## src/hdl/i2cra_pkg.sv

```systemverilog
// Package for the I2C register access master: phase and stage codes, commands, sizes.
// No dependencies.
`timescale 1ns / 1ps
package i2cra_pkg;
	localparam int WRITE_DEPTH = 16;
	localparam int WA = (WRITE_DEPTH > 1) ? $clog2(WRITE_DEPTH) : 1;
	localparam int WC = $clog2(WRITE_DEPTH + 1);

	typedef enum logic [1:0] {
		CMD_TICK = 2'd0, CMD_PUSH = 2'd1, CMD_WRITE = 2'd2, CMD_READ = 2'd3
	} cmd_t;

	typedef enum logic [3:0] {
		P_IDLE, P_ST1, P_ST2, P_TX_LO, P_TX_HI, P_TX_TAIL, P_AK_REL, P_AK_HI,
		P_AK_POLL, P_RX_LO, P_RX_HI, P_RA_LO, P_RA_HI, P_SP1, P_SP2, P_SP3
	} phase_t;

	typedef enum logic [1:0] { S_DEV, S_REG, S_DATA, S_RDEV } stage_t;

	typedef struct packed {
		logic [1:0]  cmd;
		logic        bus_sel;
		logic [7:0]  dev_addr;
		logic [7:0]  reg_addr;
		logic [15:0] read_len;
		logic [7:0]  wr_byte;
		logic        sda_in;
	} req_t;

	typedef struct packed {
		logic [5:0] lines;
		logic       busy;
		logic       done;
		logic       status;
		logic [7:0] rx_byte;
		logic       rx_valid;
		logic       rx_last;
	} res_t;
endpackage

```

## src/hdl/i2cra_core.sv

```systemverilog
// Sequencer core for the I2C register access master: one request per cycle.
// Depends on i2cra_pkg.
`timescale 1ns / 1ps
module i2cra_core (
	input  logic             clk,
	input  logic             arst_n,
	input  logic             req_valid,
	input  i2cra_pkg::req_t  req,
	input  logic [7:0]       ack_timeout,
	output i2cra_pkg::res_t  res
);
	import i2cra_pkg::*;

	phase_t      phase_q, phase_d;
	logic [2:0]  pt_q, pt_d;
	logic [3:0]  bit_q, bit_d;
	logic [7:0]  sh_q, sh_d;
	logic [7:0]  wait_q, wait_d;
	logic [15:0] left_q, left_d;
	logic [WC-1:0] cnt_q, cnt_d;
	logic [7:0]  dev_q, dev_d, reg_q, reg_d;
	logic        bus_q, bus_d;
	logic [5:0]  lv_q, lv_d;
	logic        fail_q, fail_d, rd_q, rd_d;
	stage_t      stg_q, stg_d;
	logic [7:0]  buf_q [WRITE_DEPTH];
	logic        wr_en;
	logic        done, rxn, rxe;
	logic [15:0] idx;
	logic [7:0]  bufb;

	function automatic logic [2:0] lv_sel(input logic [5:0] l, input logic b);
		return b ? l[5:3] : l[2:0];
	endfunction

	assign idx  = {{(16 - WC){1'b0}}, cnt_q} - left_q;
	assign bufb = (idx < 16'(WRITE_DEPTH)) ? buf_q[idx[WA-1:0]] : 8'd0;
	assign wr_en = req_valid && req.cmd == CMD_PUSH && phase_q == P_IDLE
		&& cnt_q < WC'(WRITE_DEPTH);

	always_ff @(posedge clk) begin
		if (wr_en) begin
			buf_q[cnt_q[WA-1:0]] <= req.wr_byte;
		end
	end

	always_comb begin
		logic [2:0] v;
		logic tx_b, ack_ok, go_stop, go_rx, go_byte, go_start;
		logic [7:0] nb;
		phase_d = phase_q; pt_d = pt_q; bit_d = bit_q; sh_d = sh_q;
		wait_d = wait_q; left_d = left_q; cnt_d = cnt_q; dev_d = dev_q;
		reg_d = reg_q; bus_d = bus_q; fail_d = fail_q; rd_d = rd_q;
		stg_d = stg_q; done = 1'b0; rxn = 1'b0; rxe = 1'b0;
		v = lv_sel(lv_q, bus_q); ack_ok = 1'b0; go_stop = 1'b0; go_rx = 1'b0;
		go_byte = 1'b0; go_start = 1'b0; nb = 8'd0;
		tx_b = sh_q[7];
		if (req_valid) begin
			if (req.cmd != CMD_TICK) begin
				if (phase_q == P_IDLE) begin
					if (req.cmd == CMD_PUSH) begin
						if (wr_en) begin
							cnt_d = cnt_q + 1'b1;
						end
					end else begin
						bus_d = req.bus_sel; dev_d = req.dev_addr;
						reg_d = req.reg_addr; rd_d = (req.cmd == CMD_READ);
						fail_d = 1'b0; stg_d = S_DEV;
						if (req.cmd == CMD_READ) begin
							left_d = (req.read_len == 16'd0) ? 16'd1 : req.read_len;
						end else begin
							left_d = {{(16 - WC){1'b0}}, cnt_q};
						end
						sh_d = req.dev_addr;
						go_start = 1'b1;
					end
				end
			end else if (phase_q == P_AK_POLL) begin
				if (!req.sda_in) begin
					v = 3'b010; ack_ok = 1'b1;
				end else if (wait_q >= ack_timeout) begin
					fail_d = 1'b1; go_stop = 1'b1;
				end else begin
					wait_d = wait_q + 8'd1;
				end
			end else if (phase_q != P_IDLE) begin
				if (pt_q > 3'd1) begin
					pt_d = pt_q - 3'd1;
				end else begin
					pt_d = 3'd0;
					case (phase_q)
						P_ST1: begin v = 3'b101; phase_d = P_ST2; pt_d = 3'd4; end
						P_ST2: begin nb = sh_q; go_byte = 1'b1; end
						P_TX_LO: begin v = {1'b1, tx_b, 1'b1}; phase_d = P_TX_HI; pt_d = 3'd2; end
						P_TX_HI: begin v = {1'b1, tx_b, 1'b0}; phase_d = P_TX_TAIL; pt_d = 3'd2; end
						P_TX_TAIL: begin
							bit_d = bit_q + 4'd1;
							sh_d = {sh_q[6:0], 1'b0};
							if (bit_q + 4'd1 < 4'd8) begin
								v = {1'b1, sh_q[6], 1'b0}; phase_d = P_TX_LO; pt_d = 3'd2;
							end else begin
								v = 3'b010; phase_d = P_AK_REL; pt_d = 3'd1;
							end
						end
						P_AK_REL: begin v = 3'b011; phase_d = P_AK_HI; pt_d = 3'd1; end
						P_AK_HI: begin v = lv_sel(lv_q, bus_q); wait_d = 8'd0; phase_d = P_AK_POLL; end
						P_RX_LO: begin
							sh_d = {sh_q[6:0], req.sda_in};
							bit_d = bit_q + 4'd1;
							v = 3'b011;
							if (bit_q + 4'd1 == 4'd8) begin
								rxn = 1'b1; rxe = (left_q <= 16'd1);
							end
							phase_d = P_RX_HI; pt_d = 3'd1;
						end
						P_RX_HI: begin
							if (bit_q < 4'd8) begin
								v = 3'b010; phase_d = P_RX_LO; pt_d = 3'd2;
							end else begin
								v = {1'b1, left_q <= 16'd1, 1'b0}; phase_d = P_RA_LO; pt_d = 3'd2;
							end
						end
						P_RA_LO: begin v = {1'b1, left_q <= 16'd1, 1'b1}; phase_d = P_RA_HI; pt_d = 3'd2; end
						P_RA_HI: begin
							v = lv_sel(lv_q, bus_q);
							if (left_q > 16'd1) begin
								left_d = left_q - 16'd1; go_rx = 1'b1;
							end else begin
								left_d = 16'd0; go_stop = 1'b1;
							end
						end
						P_SP1: begin v = 3'b101; phase_d = P_SP2; pt_d = 3'd2; end
						P_SP2: begin v = 3'b111; phase_d = P_SP3; pt_d = 3'd4; end
						P_SP3: begin
							v = lv_sel(lv_q, bus_q);
							done = 1'b1;
							if (!rd_q) begin
								cnt_d = '0;
							end
							phase_d = P_IDLE;
						end
						default: begin v = lv_sel(lv_q, bus_q); phase_d = P_IDLE; end
					endcase
				end
			end
		end
		if (ack_ok) begin
			case (stg_q)
				S_DEV: begin stg_d = S_REG; nb = reg_q; go_byte = 1'b1; end
				S_REG: begin
					if (rd_q) begin
						stg_d = S_RDEV; sh_d = dev_q + 8'd1; go_start = 1'b1;
					end else if (left_q != 16'd0 && {{(16 - WC){1'b0}}, cnt_q} >= left_q) begin
						stg_d = S_DATA; nb = bufb; go_byte = 1'b1;
					end else begin
						go_stop = 1'b1;
					end
				end
				S_DATA: begin
					if (left_q != 16'd0) begin
						left_d = left_q - 16'd1;
					end
					if (left_d != 16'd0 && {{(16 - WC){1'b0}}, cnt_q} >= left_d) begin
						stg_d = S_DATA;
						nb = buf_q[WA'({{(16 - WC){1'b0}}, cnt_q} - left_d)];
						go_byte = 1'b1;
					end else begin
						go_stop = 1'b1;
					end
				end
				default: go_rx = 1'b1;
			endcase
		end
		if (go_byte) begin
			sh_d = nb; bit_d = 4'd0; wait_d = 8'd0;
			v = {1'b1, nb[7], 1'b0}; phase_d = P_TX_LO; pt_d = 3'd2;
		end
		if (go_start) begin
			v = 3'b111; phase_d = P_ST1; pt_d = 3'd4;
		end
		if (go_stop) begin
			v = 3'b100; phase_d = P_SP1; pt_d = 3'd4;
		end
		if (go_rx) begin
			sh_d = 8'd0; bit_d = 4'd0;
			v = 3'b010; phase_d = P_RX_LO; pt_d = 3'd2;
		end
		lv_d = bus_d ? {v, lv_q[2:0]} : {lv_q[5:3], v};
		if (!req_valid) begin
			lv_d = lv_q;
		end
	end

	always_ff @(posedge clk or negedge arst_n) begin
		if (!arst_n) begin
			phase_q <= P_IDLE; pt_q <= '0; bit_q <= '0; sh_q <= '0; wait_q <= '0;
			left_q <= '0; cnt_q <= '0; dev_q <= '0; reg_q <= '0; bus_q <= 1'b0;
			lv_q <= 6'h3F; fail_q <= 1'b0; rd_q <= 1'b0; stg_q <= S_DEV;
			res <= '0;
		end else if (req_valid) begin
			phase_q <= phase_d; pt_q <= pt_d; bit_q <= bit_d; sh_q <= sh_d;
			wait_q <= wait_d; left_q <= left_d; cnt_q <= cnt_d; dev_q <= dev_d;
			reg_q <= reg_d; bus_q <= bus_d; lv_q <= lv_d; fail_q <= fail_d;
			rd_q <= rd_d; stg_q <= stg_d;
			res.lines    <= lv_d;
			res.busy     <= (phase_d != P_IDLE);
			res.done     <= done;
			res.status   <= done & fail_d;
			res.rx_byte  <= rxn ? sh_d : 8'd0;
			res.rx_valid <= rxn;
			res.rx_last  <= rxn & rxe;
		end
	end
endmodule

```

## src/hdl/i2c_register_access_master.sv

```systemverilog
// Latency: a request's result is registered in the core's result register before it reaches the outputs.
// Throughput: one request per cycle while in_stall is low; the result register and a one-entry skid stage
// decouple the two channels.
// Reset: asynchronous, active low; line state high and driven (outputs read zero until the first result),
// sequencer idle, ack_timeout 250, write buffer contents undefined until pushed.
// Depends on i2cra_pkg and i2cra_core.
`timescale 1ns / 1ps
module i2c_register_access_master (
	input  logic        clk,
	input  logic        arst_n,
	input  logic        cfg_we,
	input  logic [7:0]  cfg_wdata,
	input  logic        in_valid,
	output logic        in_stall,
	input  logic [1:0]  cmd,
	input  logic        bus_sel,
	input  logic [7:0]  dev_addr,
	input  logic [7:0]  reg_addr,
	input  logic [15:0] read_len,
	input  logic [7:0]  wr_byte,
	input  logic        sda_in,
	output logic        out_valid,
	input  logic        out_stall,
	output logic        scl_a,
	output logic        sda_a,
	output logic        sda_a_drive,
	output logic        scl_b,
	output logic        sda_b,
	output logic        sda_b_drive,
	output logic        busy_res,
	output logic        done_res,
	output logic        status,
	output logic [7:0]  rx_byte,
	output logic        rx_valid,
	output logic        rx_last
);
	import i2cra_pkg::*;

	logic [7:0] tmo_q;
	req_t       req;
	res_t       res, skid_q, cur;
	logic       acc, v_q, skv_q;

	assign req = '{cmd: cmd, bus_sel: bus_sel, dev_addr: dev_addr, reg_addr: reg_addr,
		read_len: read_len, wr_byte: wr_byte, sda_in: sda_in};
	assign in_stall = skv_q;
	assign acc = in_valid && !skv_q;

	i2cra_core u_core (
		.clk(clk), .arst_n(arst_n), .req_valid(acc), .req(req),
		.ack_timeout(tmo_q), .res(res)
	);

	always_ff @(posedge clk or negedge arst_n) begin
		if (!arst_n) begin
			tmo_q <= 8'd250; v_q <= 1'b0; skv_q <= 1'b0;
		end else begin
			if (cfg_we) begin
				tmo_q <= cfg_wdata;
			end
			if (skv_q) begin
				if (!out_stall) begin
					skv_q <= 1'b0;
				end
				v_q <= 1'b1;
			end else begin
				if (v_q && out_stall && acc) begin
					skv_q <= 1'b1;
				end
				if (acc) begin
					v_q <= 1'b1;
				end else if (!out_stall) begin
					v_q <= 1'b0;
				end
			end
		end
	end

	always_ff @(posedge clk) begin
		if (!skv_q && v_q && out_stall && acc) begin
			skid_q <= res;
		end
	end

	logic       hold_q;
	res_t       out_q;
	always_ff @(posedge clk or negedge arst_n) begin
		if (!arst_n) begin
			hold_q <= 1'b0;
			out_q  <= '0;
		end else begin
			if (v_q && out_stall) begin
				hold_q <= 1'b1;
				if (!hold_q) begin
					out_q <= res;
				end
			end else if (skv_q && !out_stall) begin
				hold_q <= 1'b0;
			end else begin
				hold_q <= 1'b0;
			end
		end
	end

	always_comb begin
		if (skv_q && !hold_q) begin
			cur = skid_q;
		end else if (hold_q) begin
			cur = out_q;
		end else begin
			cur = res;
		end
	end

	assign out_valid   = v_q;
	assign scl_a       = cur.lines[0];
	assign sda_a       = cur.lines[1];
	assign sda_a_drive = cur.lines[2];
	assign scl_b       = cur.lines[3];
	assign sda_b       = cur.lines[4];
	assign sda_b_drive = cur.lines[5];
	assign busy_res    = cur.busy;
	assign done_res    = cur.done;
	assign status      = cur.status;
	assign rx_byte     = cur.rx_byte;
	assign rx_valid    = cur.rx_valid;
	assign rx_last     = cur.rx_last;
endmodule

```

## config.mk

```make
export PLATFORM = sky130hd
export DESIGN_NAME = i2c_register_access_master
export DESIGN_NICKNAME = d
export VERILOG_FILES = /design/src/hdl/i2cra_pkg.sv /design/src/hdl/i2cra_core.sv /design/src/hdl/i2c_register_access_master.sv
export SDC_FILE = /design/constraint.sdc
export NUM_CORES = 1
export LEC_CHECK = 0
export BUFFER_PORTS_ARGS = -buffer_cell sky130_fd_sc_hd__buf_4
export CAP_MARGIN = 20
export CORE_ASPECT_RATIO = 0.5
export CORE_MARGIN = 1
export CORE_UTILIZATION = 42
export DETAILED_ROUTE_END_ITERATION = 8
export HOLD_SLACK_MARGIN = 0.1
export PLACE_DENSITY_LB_ADDON = 0.15
export SYNTH_ARGS = -nofsm -noshare
export SYNTH_HDL_FRONTEND = slang
export SYNTH_HIERARCHICAL = 1
export SYNTH_SLANG_ARGS = --single-unit
export TNS_END_PERCENT = 1
```

## constraint.sdc

```tcl
create_clock -name clk -period 7.1 [get_ports clk]
set_clock_uncertainty 0.1 [all_clocks]
set_input_delay 1.42 -clock clk [delete_from_list [all_inputs] [get_ports clk]]
set_output_delay 1.42 -clock clk [all_outputs]
set_load 0.01 [all_outputs]
```

==> results of run 1 <==
layout make-up:
class | count | area [µm²] | share of cell area
Multi-Input combinational cell | 1055 | 8265 | 0.4491
Sequential cell | 271 | 7532 | 0.4093
Timing Repair Buffer | 113 | 864.6 | 0.04698
Clock buffer | 31 | 700.7 | 0.03807
Tap cell | 520 | 650.6 | 0.03536
Clock inverter | 19 | 239.0 | 0.01299
Inverter | 40 | 150.1 | 0.008159
path summary, 6_finish.rpt:
kind | slack [ns] | end
setup / recovery | 0.53 | u_core/sh_q[5]
hold / removal | 0.37 | u_core/lv_q[2]
setup reg to reg | 0.53 | u_core/sh_q[5]
hold reg to reg | 0.37 | u_core/lv_q[2]
max in group asynchronous | 4.69 | u_core/res[17]
min in group asynchronous | 0.81 | u_core/res[9]
cells in the mapped netlist (all sizes together) (26+ instances only):
master | number | share of area
a21oi | 59 | 0.018
buf | 26 | 0.011
clkbuf | 69 | 0.016
dfrtp | 112 | 0.17
edfxtp | 147 | 0.27
ha | 33 | 0.025
inv | 40 | 0.0092
mux2 | 61 | 0.044
mux2i | 45 | 0.028
mux4 | 64 | 0.088
nand2 | 139 | 0.033
nand3 | 40 | 0.012
nor2 | 94 | 0.022
nor3 | 26 | 0.0090
o21ai | 119 | 0.036
where the power goes:
group	internal (mW)	total, mW	switching (mW)
sequential	1.88	2.20	0.326
combinational	1.84	4.19	2.35
clock	0.869	1.54	0.675
logic make-up after synthesis:
| group | after synthesis | share of synthesized area |
|---|---|---|
| flops | 271 | 0.4609 |
| xor+xnor | 22 | 0.01225 |
| mux | 170 | 0.1601 |
| compound gates | 380 | 0.1622 |
| simple gates | 447 | 0.1401 |
| fa+ha+maj | 36 | 0.02833 |
| buf+inv | 135 | 0.03606 |
worst max-delay path, stage by stage, from the launching register on:
cell and delay (ns):
sky130_fd_sc_hd__dfrtp_1 0.48, sky130_fd_sc_hd__inv_1 0.26, sky130_fd_sc_hd__ha_1 0.49, sky130_fd_sc_hd__or3b_1 0.51, sky130_fd_sc_hd__or3_1 0.42, sky130_fd_sc_hd__nor3_2 0.37
sky130_fd_sc_hd__nand2_1 0.10, sky130_fd_sc_hd__o21ai_1 0.45, sky130_fd_sc_hd__inv_1 0.12, sky130_fd_sc_hd__ha_1 0.35, sky130_fd_sc_hd__a21boi_0 0.26, sky130_fd_sc_hd__nand2_1 0.10
sky130_fd_sc_hd__a211o_1 0.30, sky130_fd_sc_hd__a311oi_1 0.44, sky130_fd_sc_hd__a221oi_1 0.14, sky130_fd_sc_hd__o2111a_1 0.21, sky130_fd_sc_hd__or2_1 0.58, sky130_fd_sc_hd__a211oi_1 0.48
sky130_fd_sc_hd__a311oi_1 0.10, sky130_fd_sc_hd__a21o_1 0.21
routing by layer:
metal	track usage	vias to the layer above	routed length [µm]
li1	-	5754	-
met4	0.07104	2	1277
met1	0.3690	6438	22120
met3	0.04940	93	4247
met5	0	-	13
met2	0.3640	596	21070
layout by cell type (no fill, tap or decap), types with 10 or more instances in the layout:
cell type,n
sky130_fd_sc_hd__edfxtp_1,147
sky130_fd_sc_hd__nand2_1,137
sky130_fd_sc_hd__dfrtp_1,112
sky130_fd_sc_hd__buf_4,110
sky130_fd_sc_hd__o21ai_0,109
sky130_fd_sc_hd__nor2_1,93
sky130_fd_sc_hd__mux4_2,64
sky130_fd_sc_hd__a21oi_1,58
sky130_fd_sc_hd__mux2_2,51
sky130_fd_sc_hd__mux2i_1,45
sky130_fd_sc_hd__inv_1,40
sky130_fd_sc_hd__nand3_1,40
sky130_fd_sc_hd__ha_1,31
sky130_fd_sc_hd__clkbuf_16,27
sky130_fd_sc_hd__nor2b_1,23
sky130_fd_sc_hd__and3_1,21
sky130_fd_sc_hd__nor3_1,20
sky130_fd_sc_hd__o2bb2ai_1,20
sky130_fd_sc_hd__nor4_1,17
sky130_fd_sc_hd__a22oi_1,16
sky130_fd_sc_hd__nand4_1,16
sky130_fd_sc_hd__xnor2_1,15
sky130_fd_sc_hd__a31oi_1,13
sky130_fd_sc_hd__a211oi_1,13
sky130_fd_sc_hd__a22o_1,13
sky130_fd_sc_hd__and2_1,12
sky130_fd_sc_hd__dfstp_2,12
sky130_fd_sc_hd__nand2b_1,11
sky130_fd_sc_hd__mux2_4,10
sky130_fd_sc_hd__o22ai_1,10
sky130_fd_sc_hd__a221oi_1,10
sky130_fd_sc_hd__o21ai_1,10
flip-flops by register name, indices dropped and copies added (netlist names), 16 cells and up:
| register | cells |
|---|---|
| out_q | 19 |
| u_core/buf_q | 128 |
| u_core/res | 19 |
| skid_q | 19 |
| u_core/left_q | 16 |
==> implementation parameters, run 1 <==
Parameter                              Value

Global route
  Global-route wire length before repair ... 75200 µm
  Antenna violations before repair ... 1
  Pin count of the biggest net entering global routing ... 70
  GRT Overall Usage ... 0.2478
  Overflow after GRT ... 0
  Vias in the first global route ... 12420

Synth
  Avg Inst Size Synth ... 11.18 µm²
  Number of unique standard cell types used by synthesis ... 98
  Combined area of all synthesized cells ... 16340 µm²
  Number of synthesized flops with an enable pin ... 147
  Part of the Yosys area used for sequential elements ... 0.4609
  Prevailing post-synth register cell ... sky130_fd_sc_hd__edfxtp_1
  Post-Synthesis Cells ... 1461
  Number of nets produced by synthesis ... 1553
  #FFs+latches synth ... 271
  Count of yosys warnings during synthesis ... 6
  Synth async-reset ratio ... 0.4576

Timing
  Final cycle utilization of the critical path ... 0.9260
  Final setup fails ... 0
  Slew at the pin closest to its max-slew limit ... 1.103 ns
  Final Hold Viols ... 0
  Slew headroom ... 0.2617
  Final Slew Violations ... 0
  Fmax ... 152.1 MHz
  Crit path time final ... 6.575 ns
  Hold Slack ... 0.3676 ns
  Fin worst setup slack ... 0.5254 ns
  Setup repair after global routing missed its margin ... false
  Post-Route Setup TNS ... 0 ns

Hold path
  Worst min-delay path class ... register to register
  Worst Hold Path Cells ... 2
  Startpoint of the lowest-slack hold path ... u_core/lv_q[2]

Route
  Routed vias ... 12880
  Initial detailed-routing violation count ... 1509
  Routed wirelength normalized by instance count ... 23.78 µm
  Final routed wirelength across all metal layers ... 48720 µm
  Detail Route Antenna Nets ... 0
  Number of iterations in the first detailed-routing pass ... 5
  Mean number of vias per cell ... 6.287
  Count of unresolved DRC violations after routing ... 0

Clocking
  Gates resized, CTS repair ... 0
  CTS H-Tree Depth ... 1
  CTS tree ... done
  TritonCTS Buffers ... 27
  Number of sinks handled by clock tree synthesis ... 271
  Reg clk slew, reported paths ... 0.07 ns
  Post-CTS Hold Fix Bufs ... 0
  Clock tree root buffer cell ... sky130_fd_sc_hd__clkbuf_16
  Post-CTS Setup Repair Bufs ... 0
  Number of buffers between clock root and the deepest sink ... 3
  Clock insertion delay at the later pin of the skew report ... 0.58 ns

Finish
  Cell Count, Final, Fillers Out ... 2049
  Layout-stage area growth over the synthesis result ... 12.62%
  Final Util ... 0.4862
  Area of all placed cells without fillers ... 18400 µm²
  Number of nets in the layout ... 1600
  Number of fill cells in the layout ... 3417
  Antenna fix cells ... 0
  Fraction of layout instances using a drive strength above 1 ... 0.2250

Setup path
  Type of destination of the critical path ... register
  Launching element of the worst setup path ... u_core/left_q[1]
  Worst reg2reg path depth ... 19
  Crit path launch type ... register
  Worst path required time ... 7.47 ns
  CP Class ... register to register
  FF-to-FF Start ... u_core/left_q[1]
  Data arrival time of the critical path ... 6.95 ns
  Highest fanout seen on the critical path ... 21

Power
  Total power ... 7.932 mW
  Peak supply drop ... 0.2840 mV
  Power density over the cells ... 431.0 nW/µm²
  Lkg Pwr ... 6.904 nW

Placed design
  Placed Cells ... 1995
  DPL Wire Length ... 33550 µm
  Placement-stage worst setup slack ... 0.4222 ns
  Routability congestion estimate from global placement ... 0.9458
  Number of port buffers ... 77
  Area of placed instances ... 17420 µm²

Floorplanning
  Number of placement rows ... 50
  Area of the core ... 37850 µm²
  Area of the die ... 39750 µm²
  Die span in y ... 141.5 µm
  Top-level port count ... 78
  Die width ... 281.0 µm
  Initial cell density of the core ... 0.4317

Run
  Max-capacitance violation count ... 0

Run status
  Result of the run ... finished clean
(Power assumes the default switching activity.)
==> run 2: changes to the inputs <==
--- a/config.mk
+++ b/config.mk
@@ -9,7 +9,7 @@
 export CAP_MARGIN = 20
 export CORE_ASPECT_RATIO = 0.5
 export CORE_MARGIN = 1
-export CORE_UTILIZATION = 42
+export CORE_UTILIZATION = 30
 export DETAILED_ROUTE_END_ITERATION = 8
 export HOLD_SLACK_MARGIN = 0.1
 export PLACE_DENSITY_LB_ADDON = 0.15
==> implementation parameters, run 2 (synthesis results as in run 1) <==
Parameter                              Value

Clocking
  Clock insertion delay at the later pin of the skew report ... 0.59 ns (about the same)
  CTS H-Tree Depth ... 1 (unchanged)
  CTS tree ... done
  TritonCTS Buffers ... 29 (+7.4%)
  Post-CTS Hold Fix Bufs ... 0 (unchanged)
  Reg clk slew, reported paths ... 0.07 ns (about the same)
  Clock tree root buffer cell ... sky130_fd_sc_hd__clkbuf_16
  Gates resized, CTS repair ... 0 (unchanged)
  Number of sinks handled by clock tree synthesis ... 271 (unchanged)
  Number of buffers between clock root and the deepest sink ... 3 (unchanged)
  Post-CTS Setup Repair Bufs ... 0 (unchanged)

Route
  Number of iterations in the first detailed-routing pass ... 5 (unchanged)
  Mean number of vias per cell ... 5.700 (-9.3%)
  Detail Route Antenna Nets ... 0 (unchanged)
  Routed wirelength normalized by instance count ... 23.36 µm (-1.8%)
  Initial detailed-routing violation count ... 1286 (-15%)
  Final routed wirelength across all metal layers ... 52790 µm (+8.3%)
  Count of unresolved DRC violations after routing ... 0 (unchanged)
  Routed vias ... 12880 (unchanged)

Global route
  Pin count of the biggest net entering global routing ... 68 (-2.9%)
  Overflow after GRT ... 0 (unchanged)
  Global-route wire length before repair ... 81370 µm (+8.2%)
  Vias in the first global route ... 12940 (+4.2%)
  Antenna violations before repair ... 0 (-1)
  GRT Overall Usage ... 0.1896 (-0.05817)

Timing
  Post-Route Setup TNS ... 0 ns (unchanged)
  Hold Slack ... 0.3739 ns (+0.006299 ns)
  Slew headroom ... 0.2603 (-0.001412)
  Fmax ... 157.2 MHz (+3.3%)
  Final cycle utilization of the critical path ... 0.8962 (-0.02979)
  Slew at the pin closest to its max-slew limit ... 1.106 ns (+0.002110 ns)
  Crit path time final ... 6.363 ns (-0.2115 ns)
  Final setup fails ... 0 (unchanged)
  Setup repair after global routing missed its margin ... false
  Final Hold Viols ... 0 (unchanged)
  Final Slew Violations ... 0 (unchanged)

Floorplanning
  Die span in y ... 167.0 µm (+18%)
  Number of placement rows ... 60 (+20%)
  Area of the die ... 55460 µm² (+40%)
  Die width ... 332.1 µm (+18%)
  Initial cell density of the core ... 0.3040 (-0.1277)
  Area of the core ... 53750 µm² (+42%)
  Top-level port count ... 78 (unchanged)

Setup path
  Highest fanout seen on the critical path ... 30 (+43%)
  CP Class ... register to register
  Crit path launch type ... register
  Type of destination of the critical path ... register
  Worst path required time ... 7.44 ns (-0.03 ns)
  Data arrival time of the critical path ... 6.71 ns (-0.24 ns)

Finish
  Final Util ... 0.3486 (-0.1376)
  Commonest cells after routing, fill and taps aside ... sky130_fd_sc_hd__edfxtp_1, sky130_fd_sc_hd__nand2_1, sky130_fd_sc_hd__buf_4
  Fraction of layout instances using a drive strength above 1 ... 0.2269 (+0.001907)
  Most common cell after layout, fill and taps aside ... sky130_fd_sc_hd__edfxtp_1
  Antenna fix cells ... 0 (unchanged)
  Layout-stage area growth over the synthesis result ... 14.68%
  Number of flip-flops under the largest register name ... 128 (unchanged)
  Number of nets in the layout ... 1617 (+1.1%)

Run
  Max-capacitance violation count ... 0 (unchanged)

Power
  Total power ... 8.007 mW (+0.94%)
  Peak supply drop ... 0.4070 mV (+43%)
  Lkg Pwr ... 6.962 nW (+0.84%)
  Power density over the cells ... 427.3 nW/µm² (-0.88%)

Placed design
  Number of port buffers ... 77 (unchanged)
  DPL Wire Length ... 37250 µm (+11%)
  Routability congestion estimate from global placement ... 0.9268 (-2.0%)

Run status
  Result of the run ... finished clean

Hold path
  Worst min-delay path class ... register to register
run 2: cell types whose count changed in the layout (fill, tap and decap cells not counted), sizes merged:
cell | previous run | this run
inv | 44 | 43
bufinv | 4 | 1
clkinv | 6 | 7
buf | 111 | 128
clkinvlp | 5 | 2
clkbuf | 33 | 40
run 2: cell type report:
| type | count | area, µm² |
|---|---|---|
| Clock buffer | 40 | 767.0 |
| Fill cell | 5300 | 35010 |
| Sequential cell | 271 | 7532 |
| Timing Repair Buffer | 128 | 1003 |
| Clock inverter | 13 | 113.9 |
| Multi-Input combinational cell | 1055 | 8280 |
| Tap cell | 713 | 892.1 |
| Inverter | 40 | 150.1 |
run 2: final timing paths:
check,startpoint,end,slack (ns),cells past startpoint
worst max-delay path,u_core/left_q[1],u_core/res[17],0.74,19
worst min-delay path,u_core/lv_q[2],u_core/lv_q[2],0.37,2
worst max register to register,u_core/left_q[1],u_core/res[17],0.74,19
worst min register to register,u_core/lv_q[2],u_core/lv_q[2],0.37,2
max in group asynchronous,arst_n,u_core/res[14],4.88,2
min in group asynchronous,arst_n,out_q[2],0.74,1
run 2: worst max-delay path, cell delays in order, from the launching register on:
cell,delay (ns)
sky130_fd_sc_hd__dfrtp_1,0.45
sky130_fd_sc_hd__inv_1,0.26
sky130_fd_sc_hd__ha_1,0.48
sky130_fd_sc_hd__or3b_1,0.49
sky130_fd_sc_hd__or3_1,0.41
sky130_fd_sc_hd__nor3_2,0.31
sky130_fd_sc_hd__and2_1,0.25
sky130_fd_sc_hd__a32o_1,0.22
sky130_fd_sc_hd__a21oi_1,0.07
sky130_fd_sc_hd__ha_2,0.20
sky130_fd_sc_hd__fa_1,0.59
sky130_fd_sc_hd__buf_4,0.48
sky130_fd_sc_hd__mux4_2,0.47
sky130_fd_sc_hd__nand3_1,0.16
sky130_fd_sc_hd__o2111ai_1,0.14
sky130_fd_sc_hd__nor4_1,0.32
sky130_fd_sc_hd__a211o_1,0.22
sky130_fd_sc_hd__o21ai_1,0.15
sky130_fd_sc_hd__a21oi_1,0.31
sky130_fd_sc_hd__o21ai_0,0.12
run 2: power breakdown:
group	internal, mW	total [mW]	switching (mW)
clock	0.798	1.46	0.662
combinational	1.85	4.36	2.51
sequential	1.88	2.18	0.305
total	4.53	8.01	3.48
run 2: stage by stage:
stage | setup slack [ns] | cells | area (µm²)
6_report | 0.7370 | 2260 | 18740
5_1_grt | 0.4455 | 2260 | 18740
4_1_cts | 0.8632 | 2256 | 18680
3_5_place_dp | 0.9493 | 2203 | 17800
3_3_place_gp | 1.024 | 2200 | 17770
2_1_floorplan | 1.326 | 1461 | 16340
run 2: per-layer routing:
| metal | vias to the layer above | routed length, µm | global-route usage | part of all wire |
|---|---|---|---|---|
| met5 | - | 0 | 0 | 0 |
| met1 | 6554 | 24060 | 0.2695 | 0.46 |
| met4 | 0 | 1171 | 0.04549 | 0.022 |
| met2 | 472 | 23940 | 0.2975 | 0.45 |
| li1 | 5783 | - | - | - |
| met3 | 74 | 3616 | 0.03540 | 0.069 |
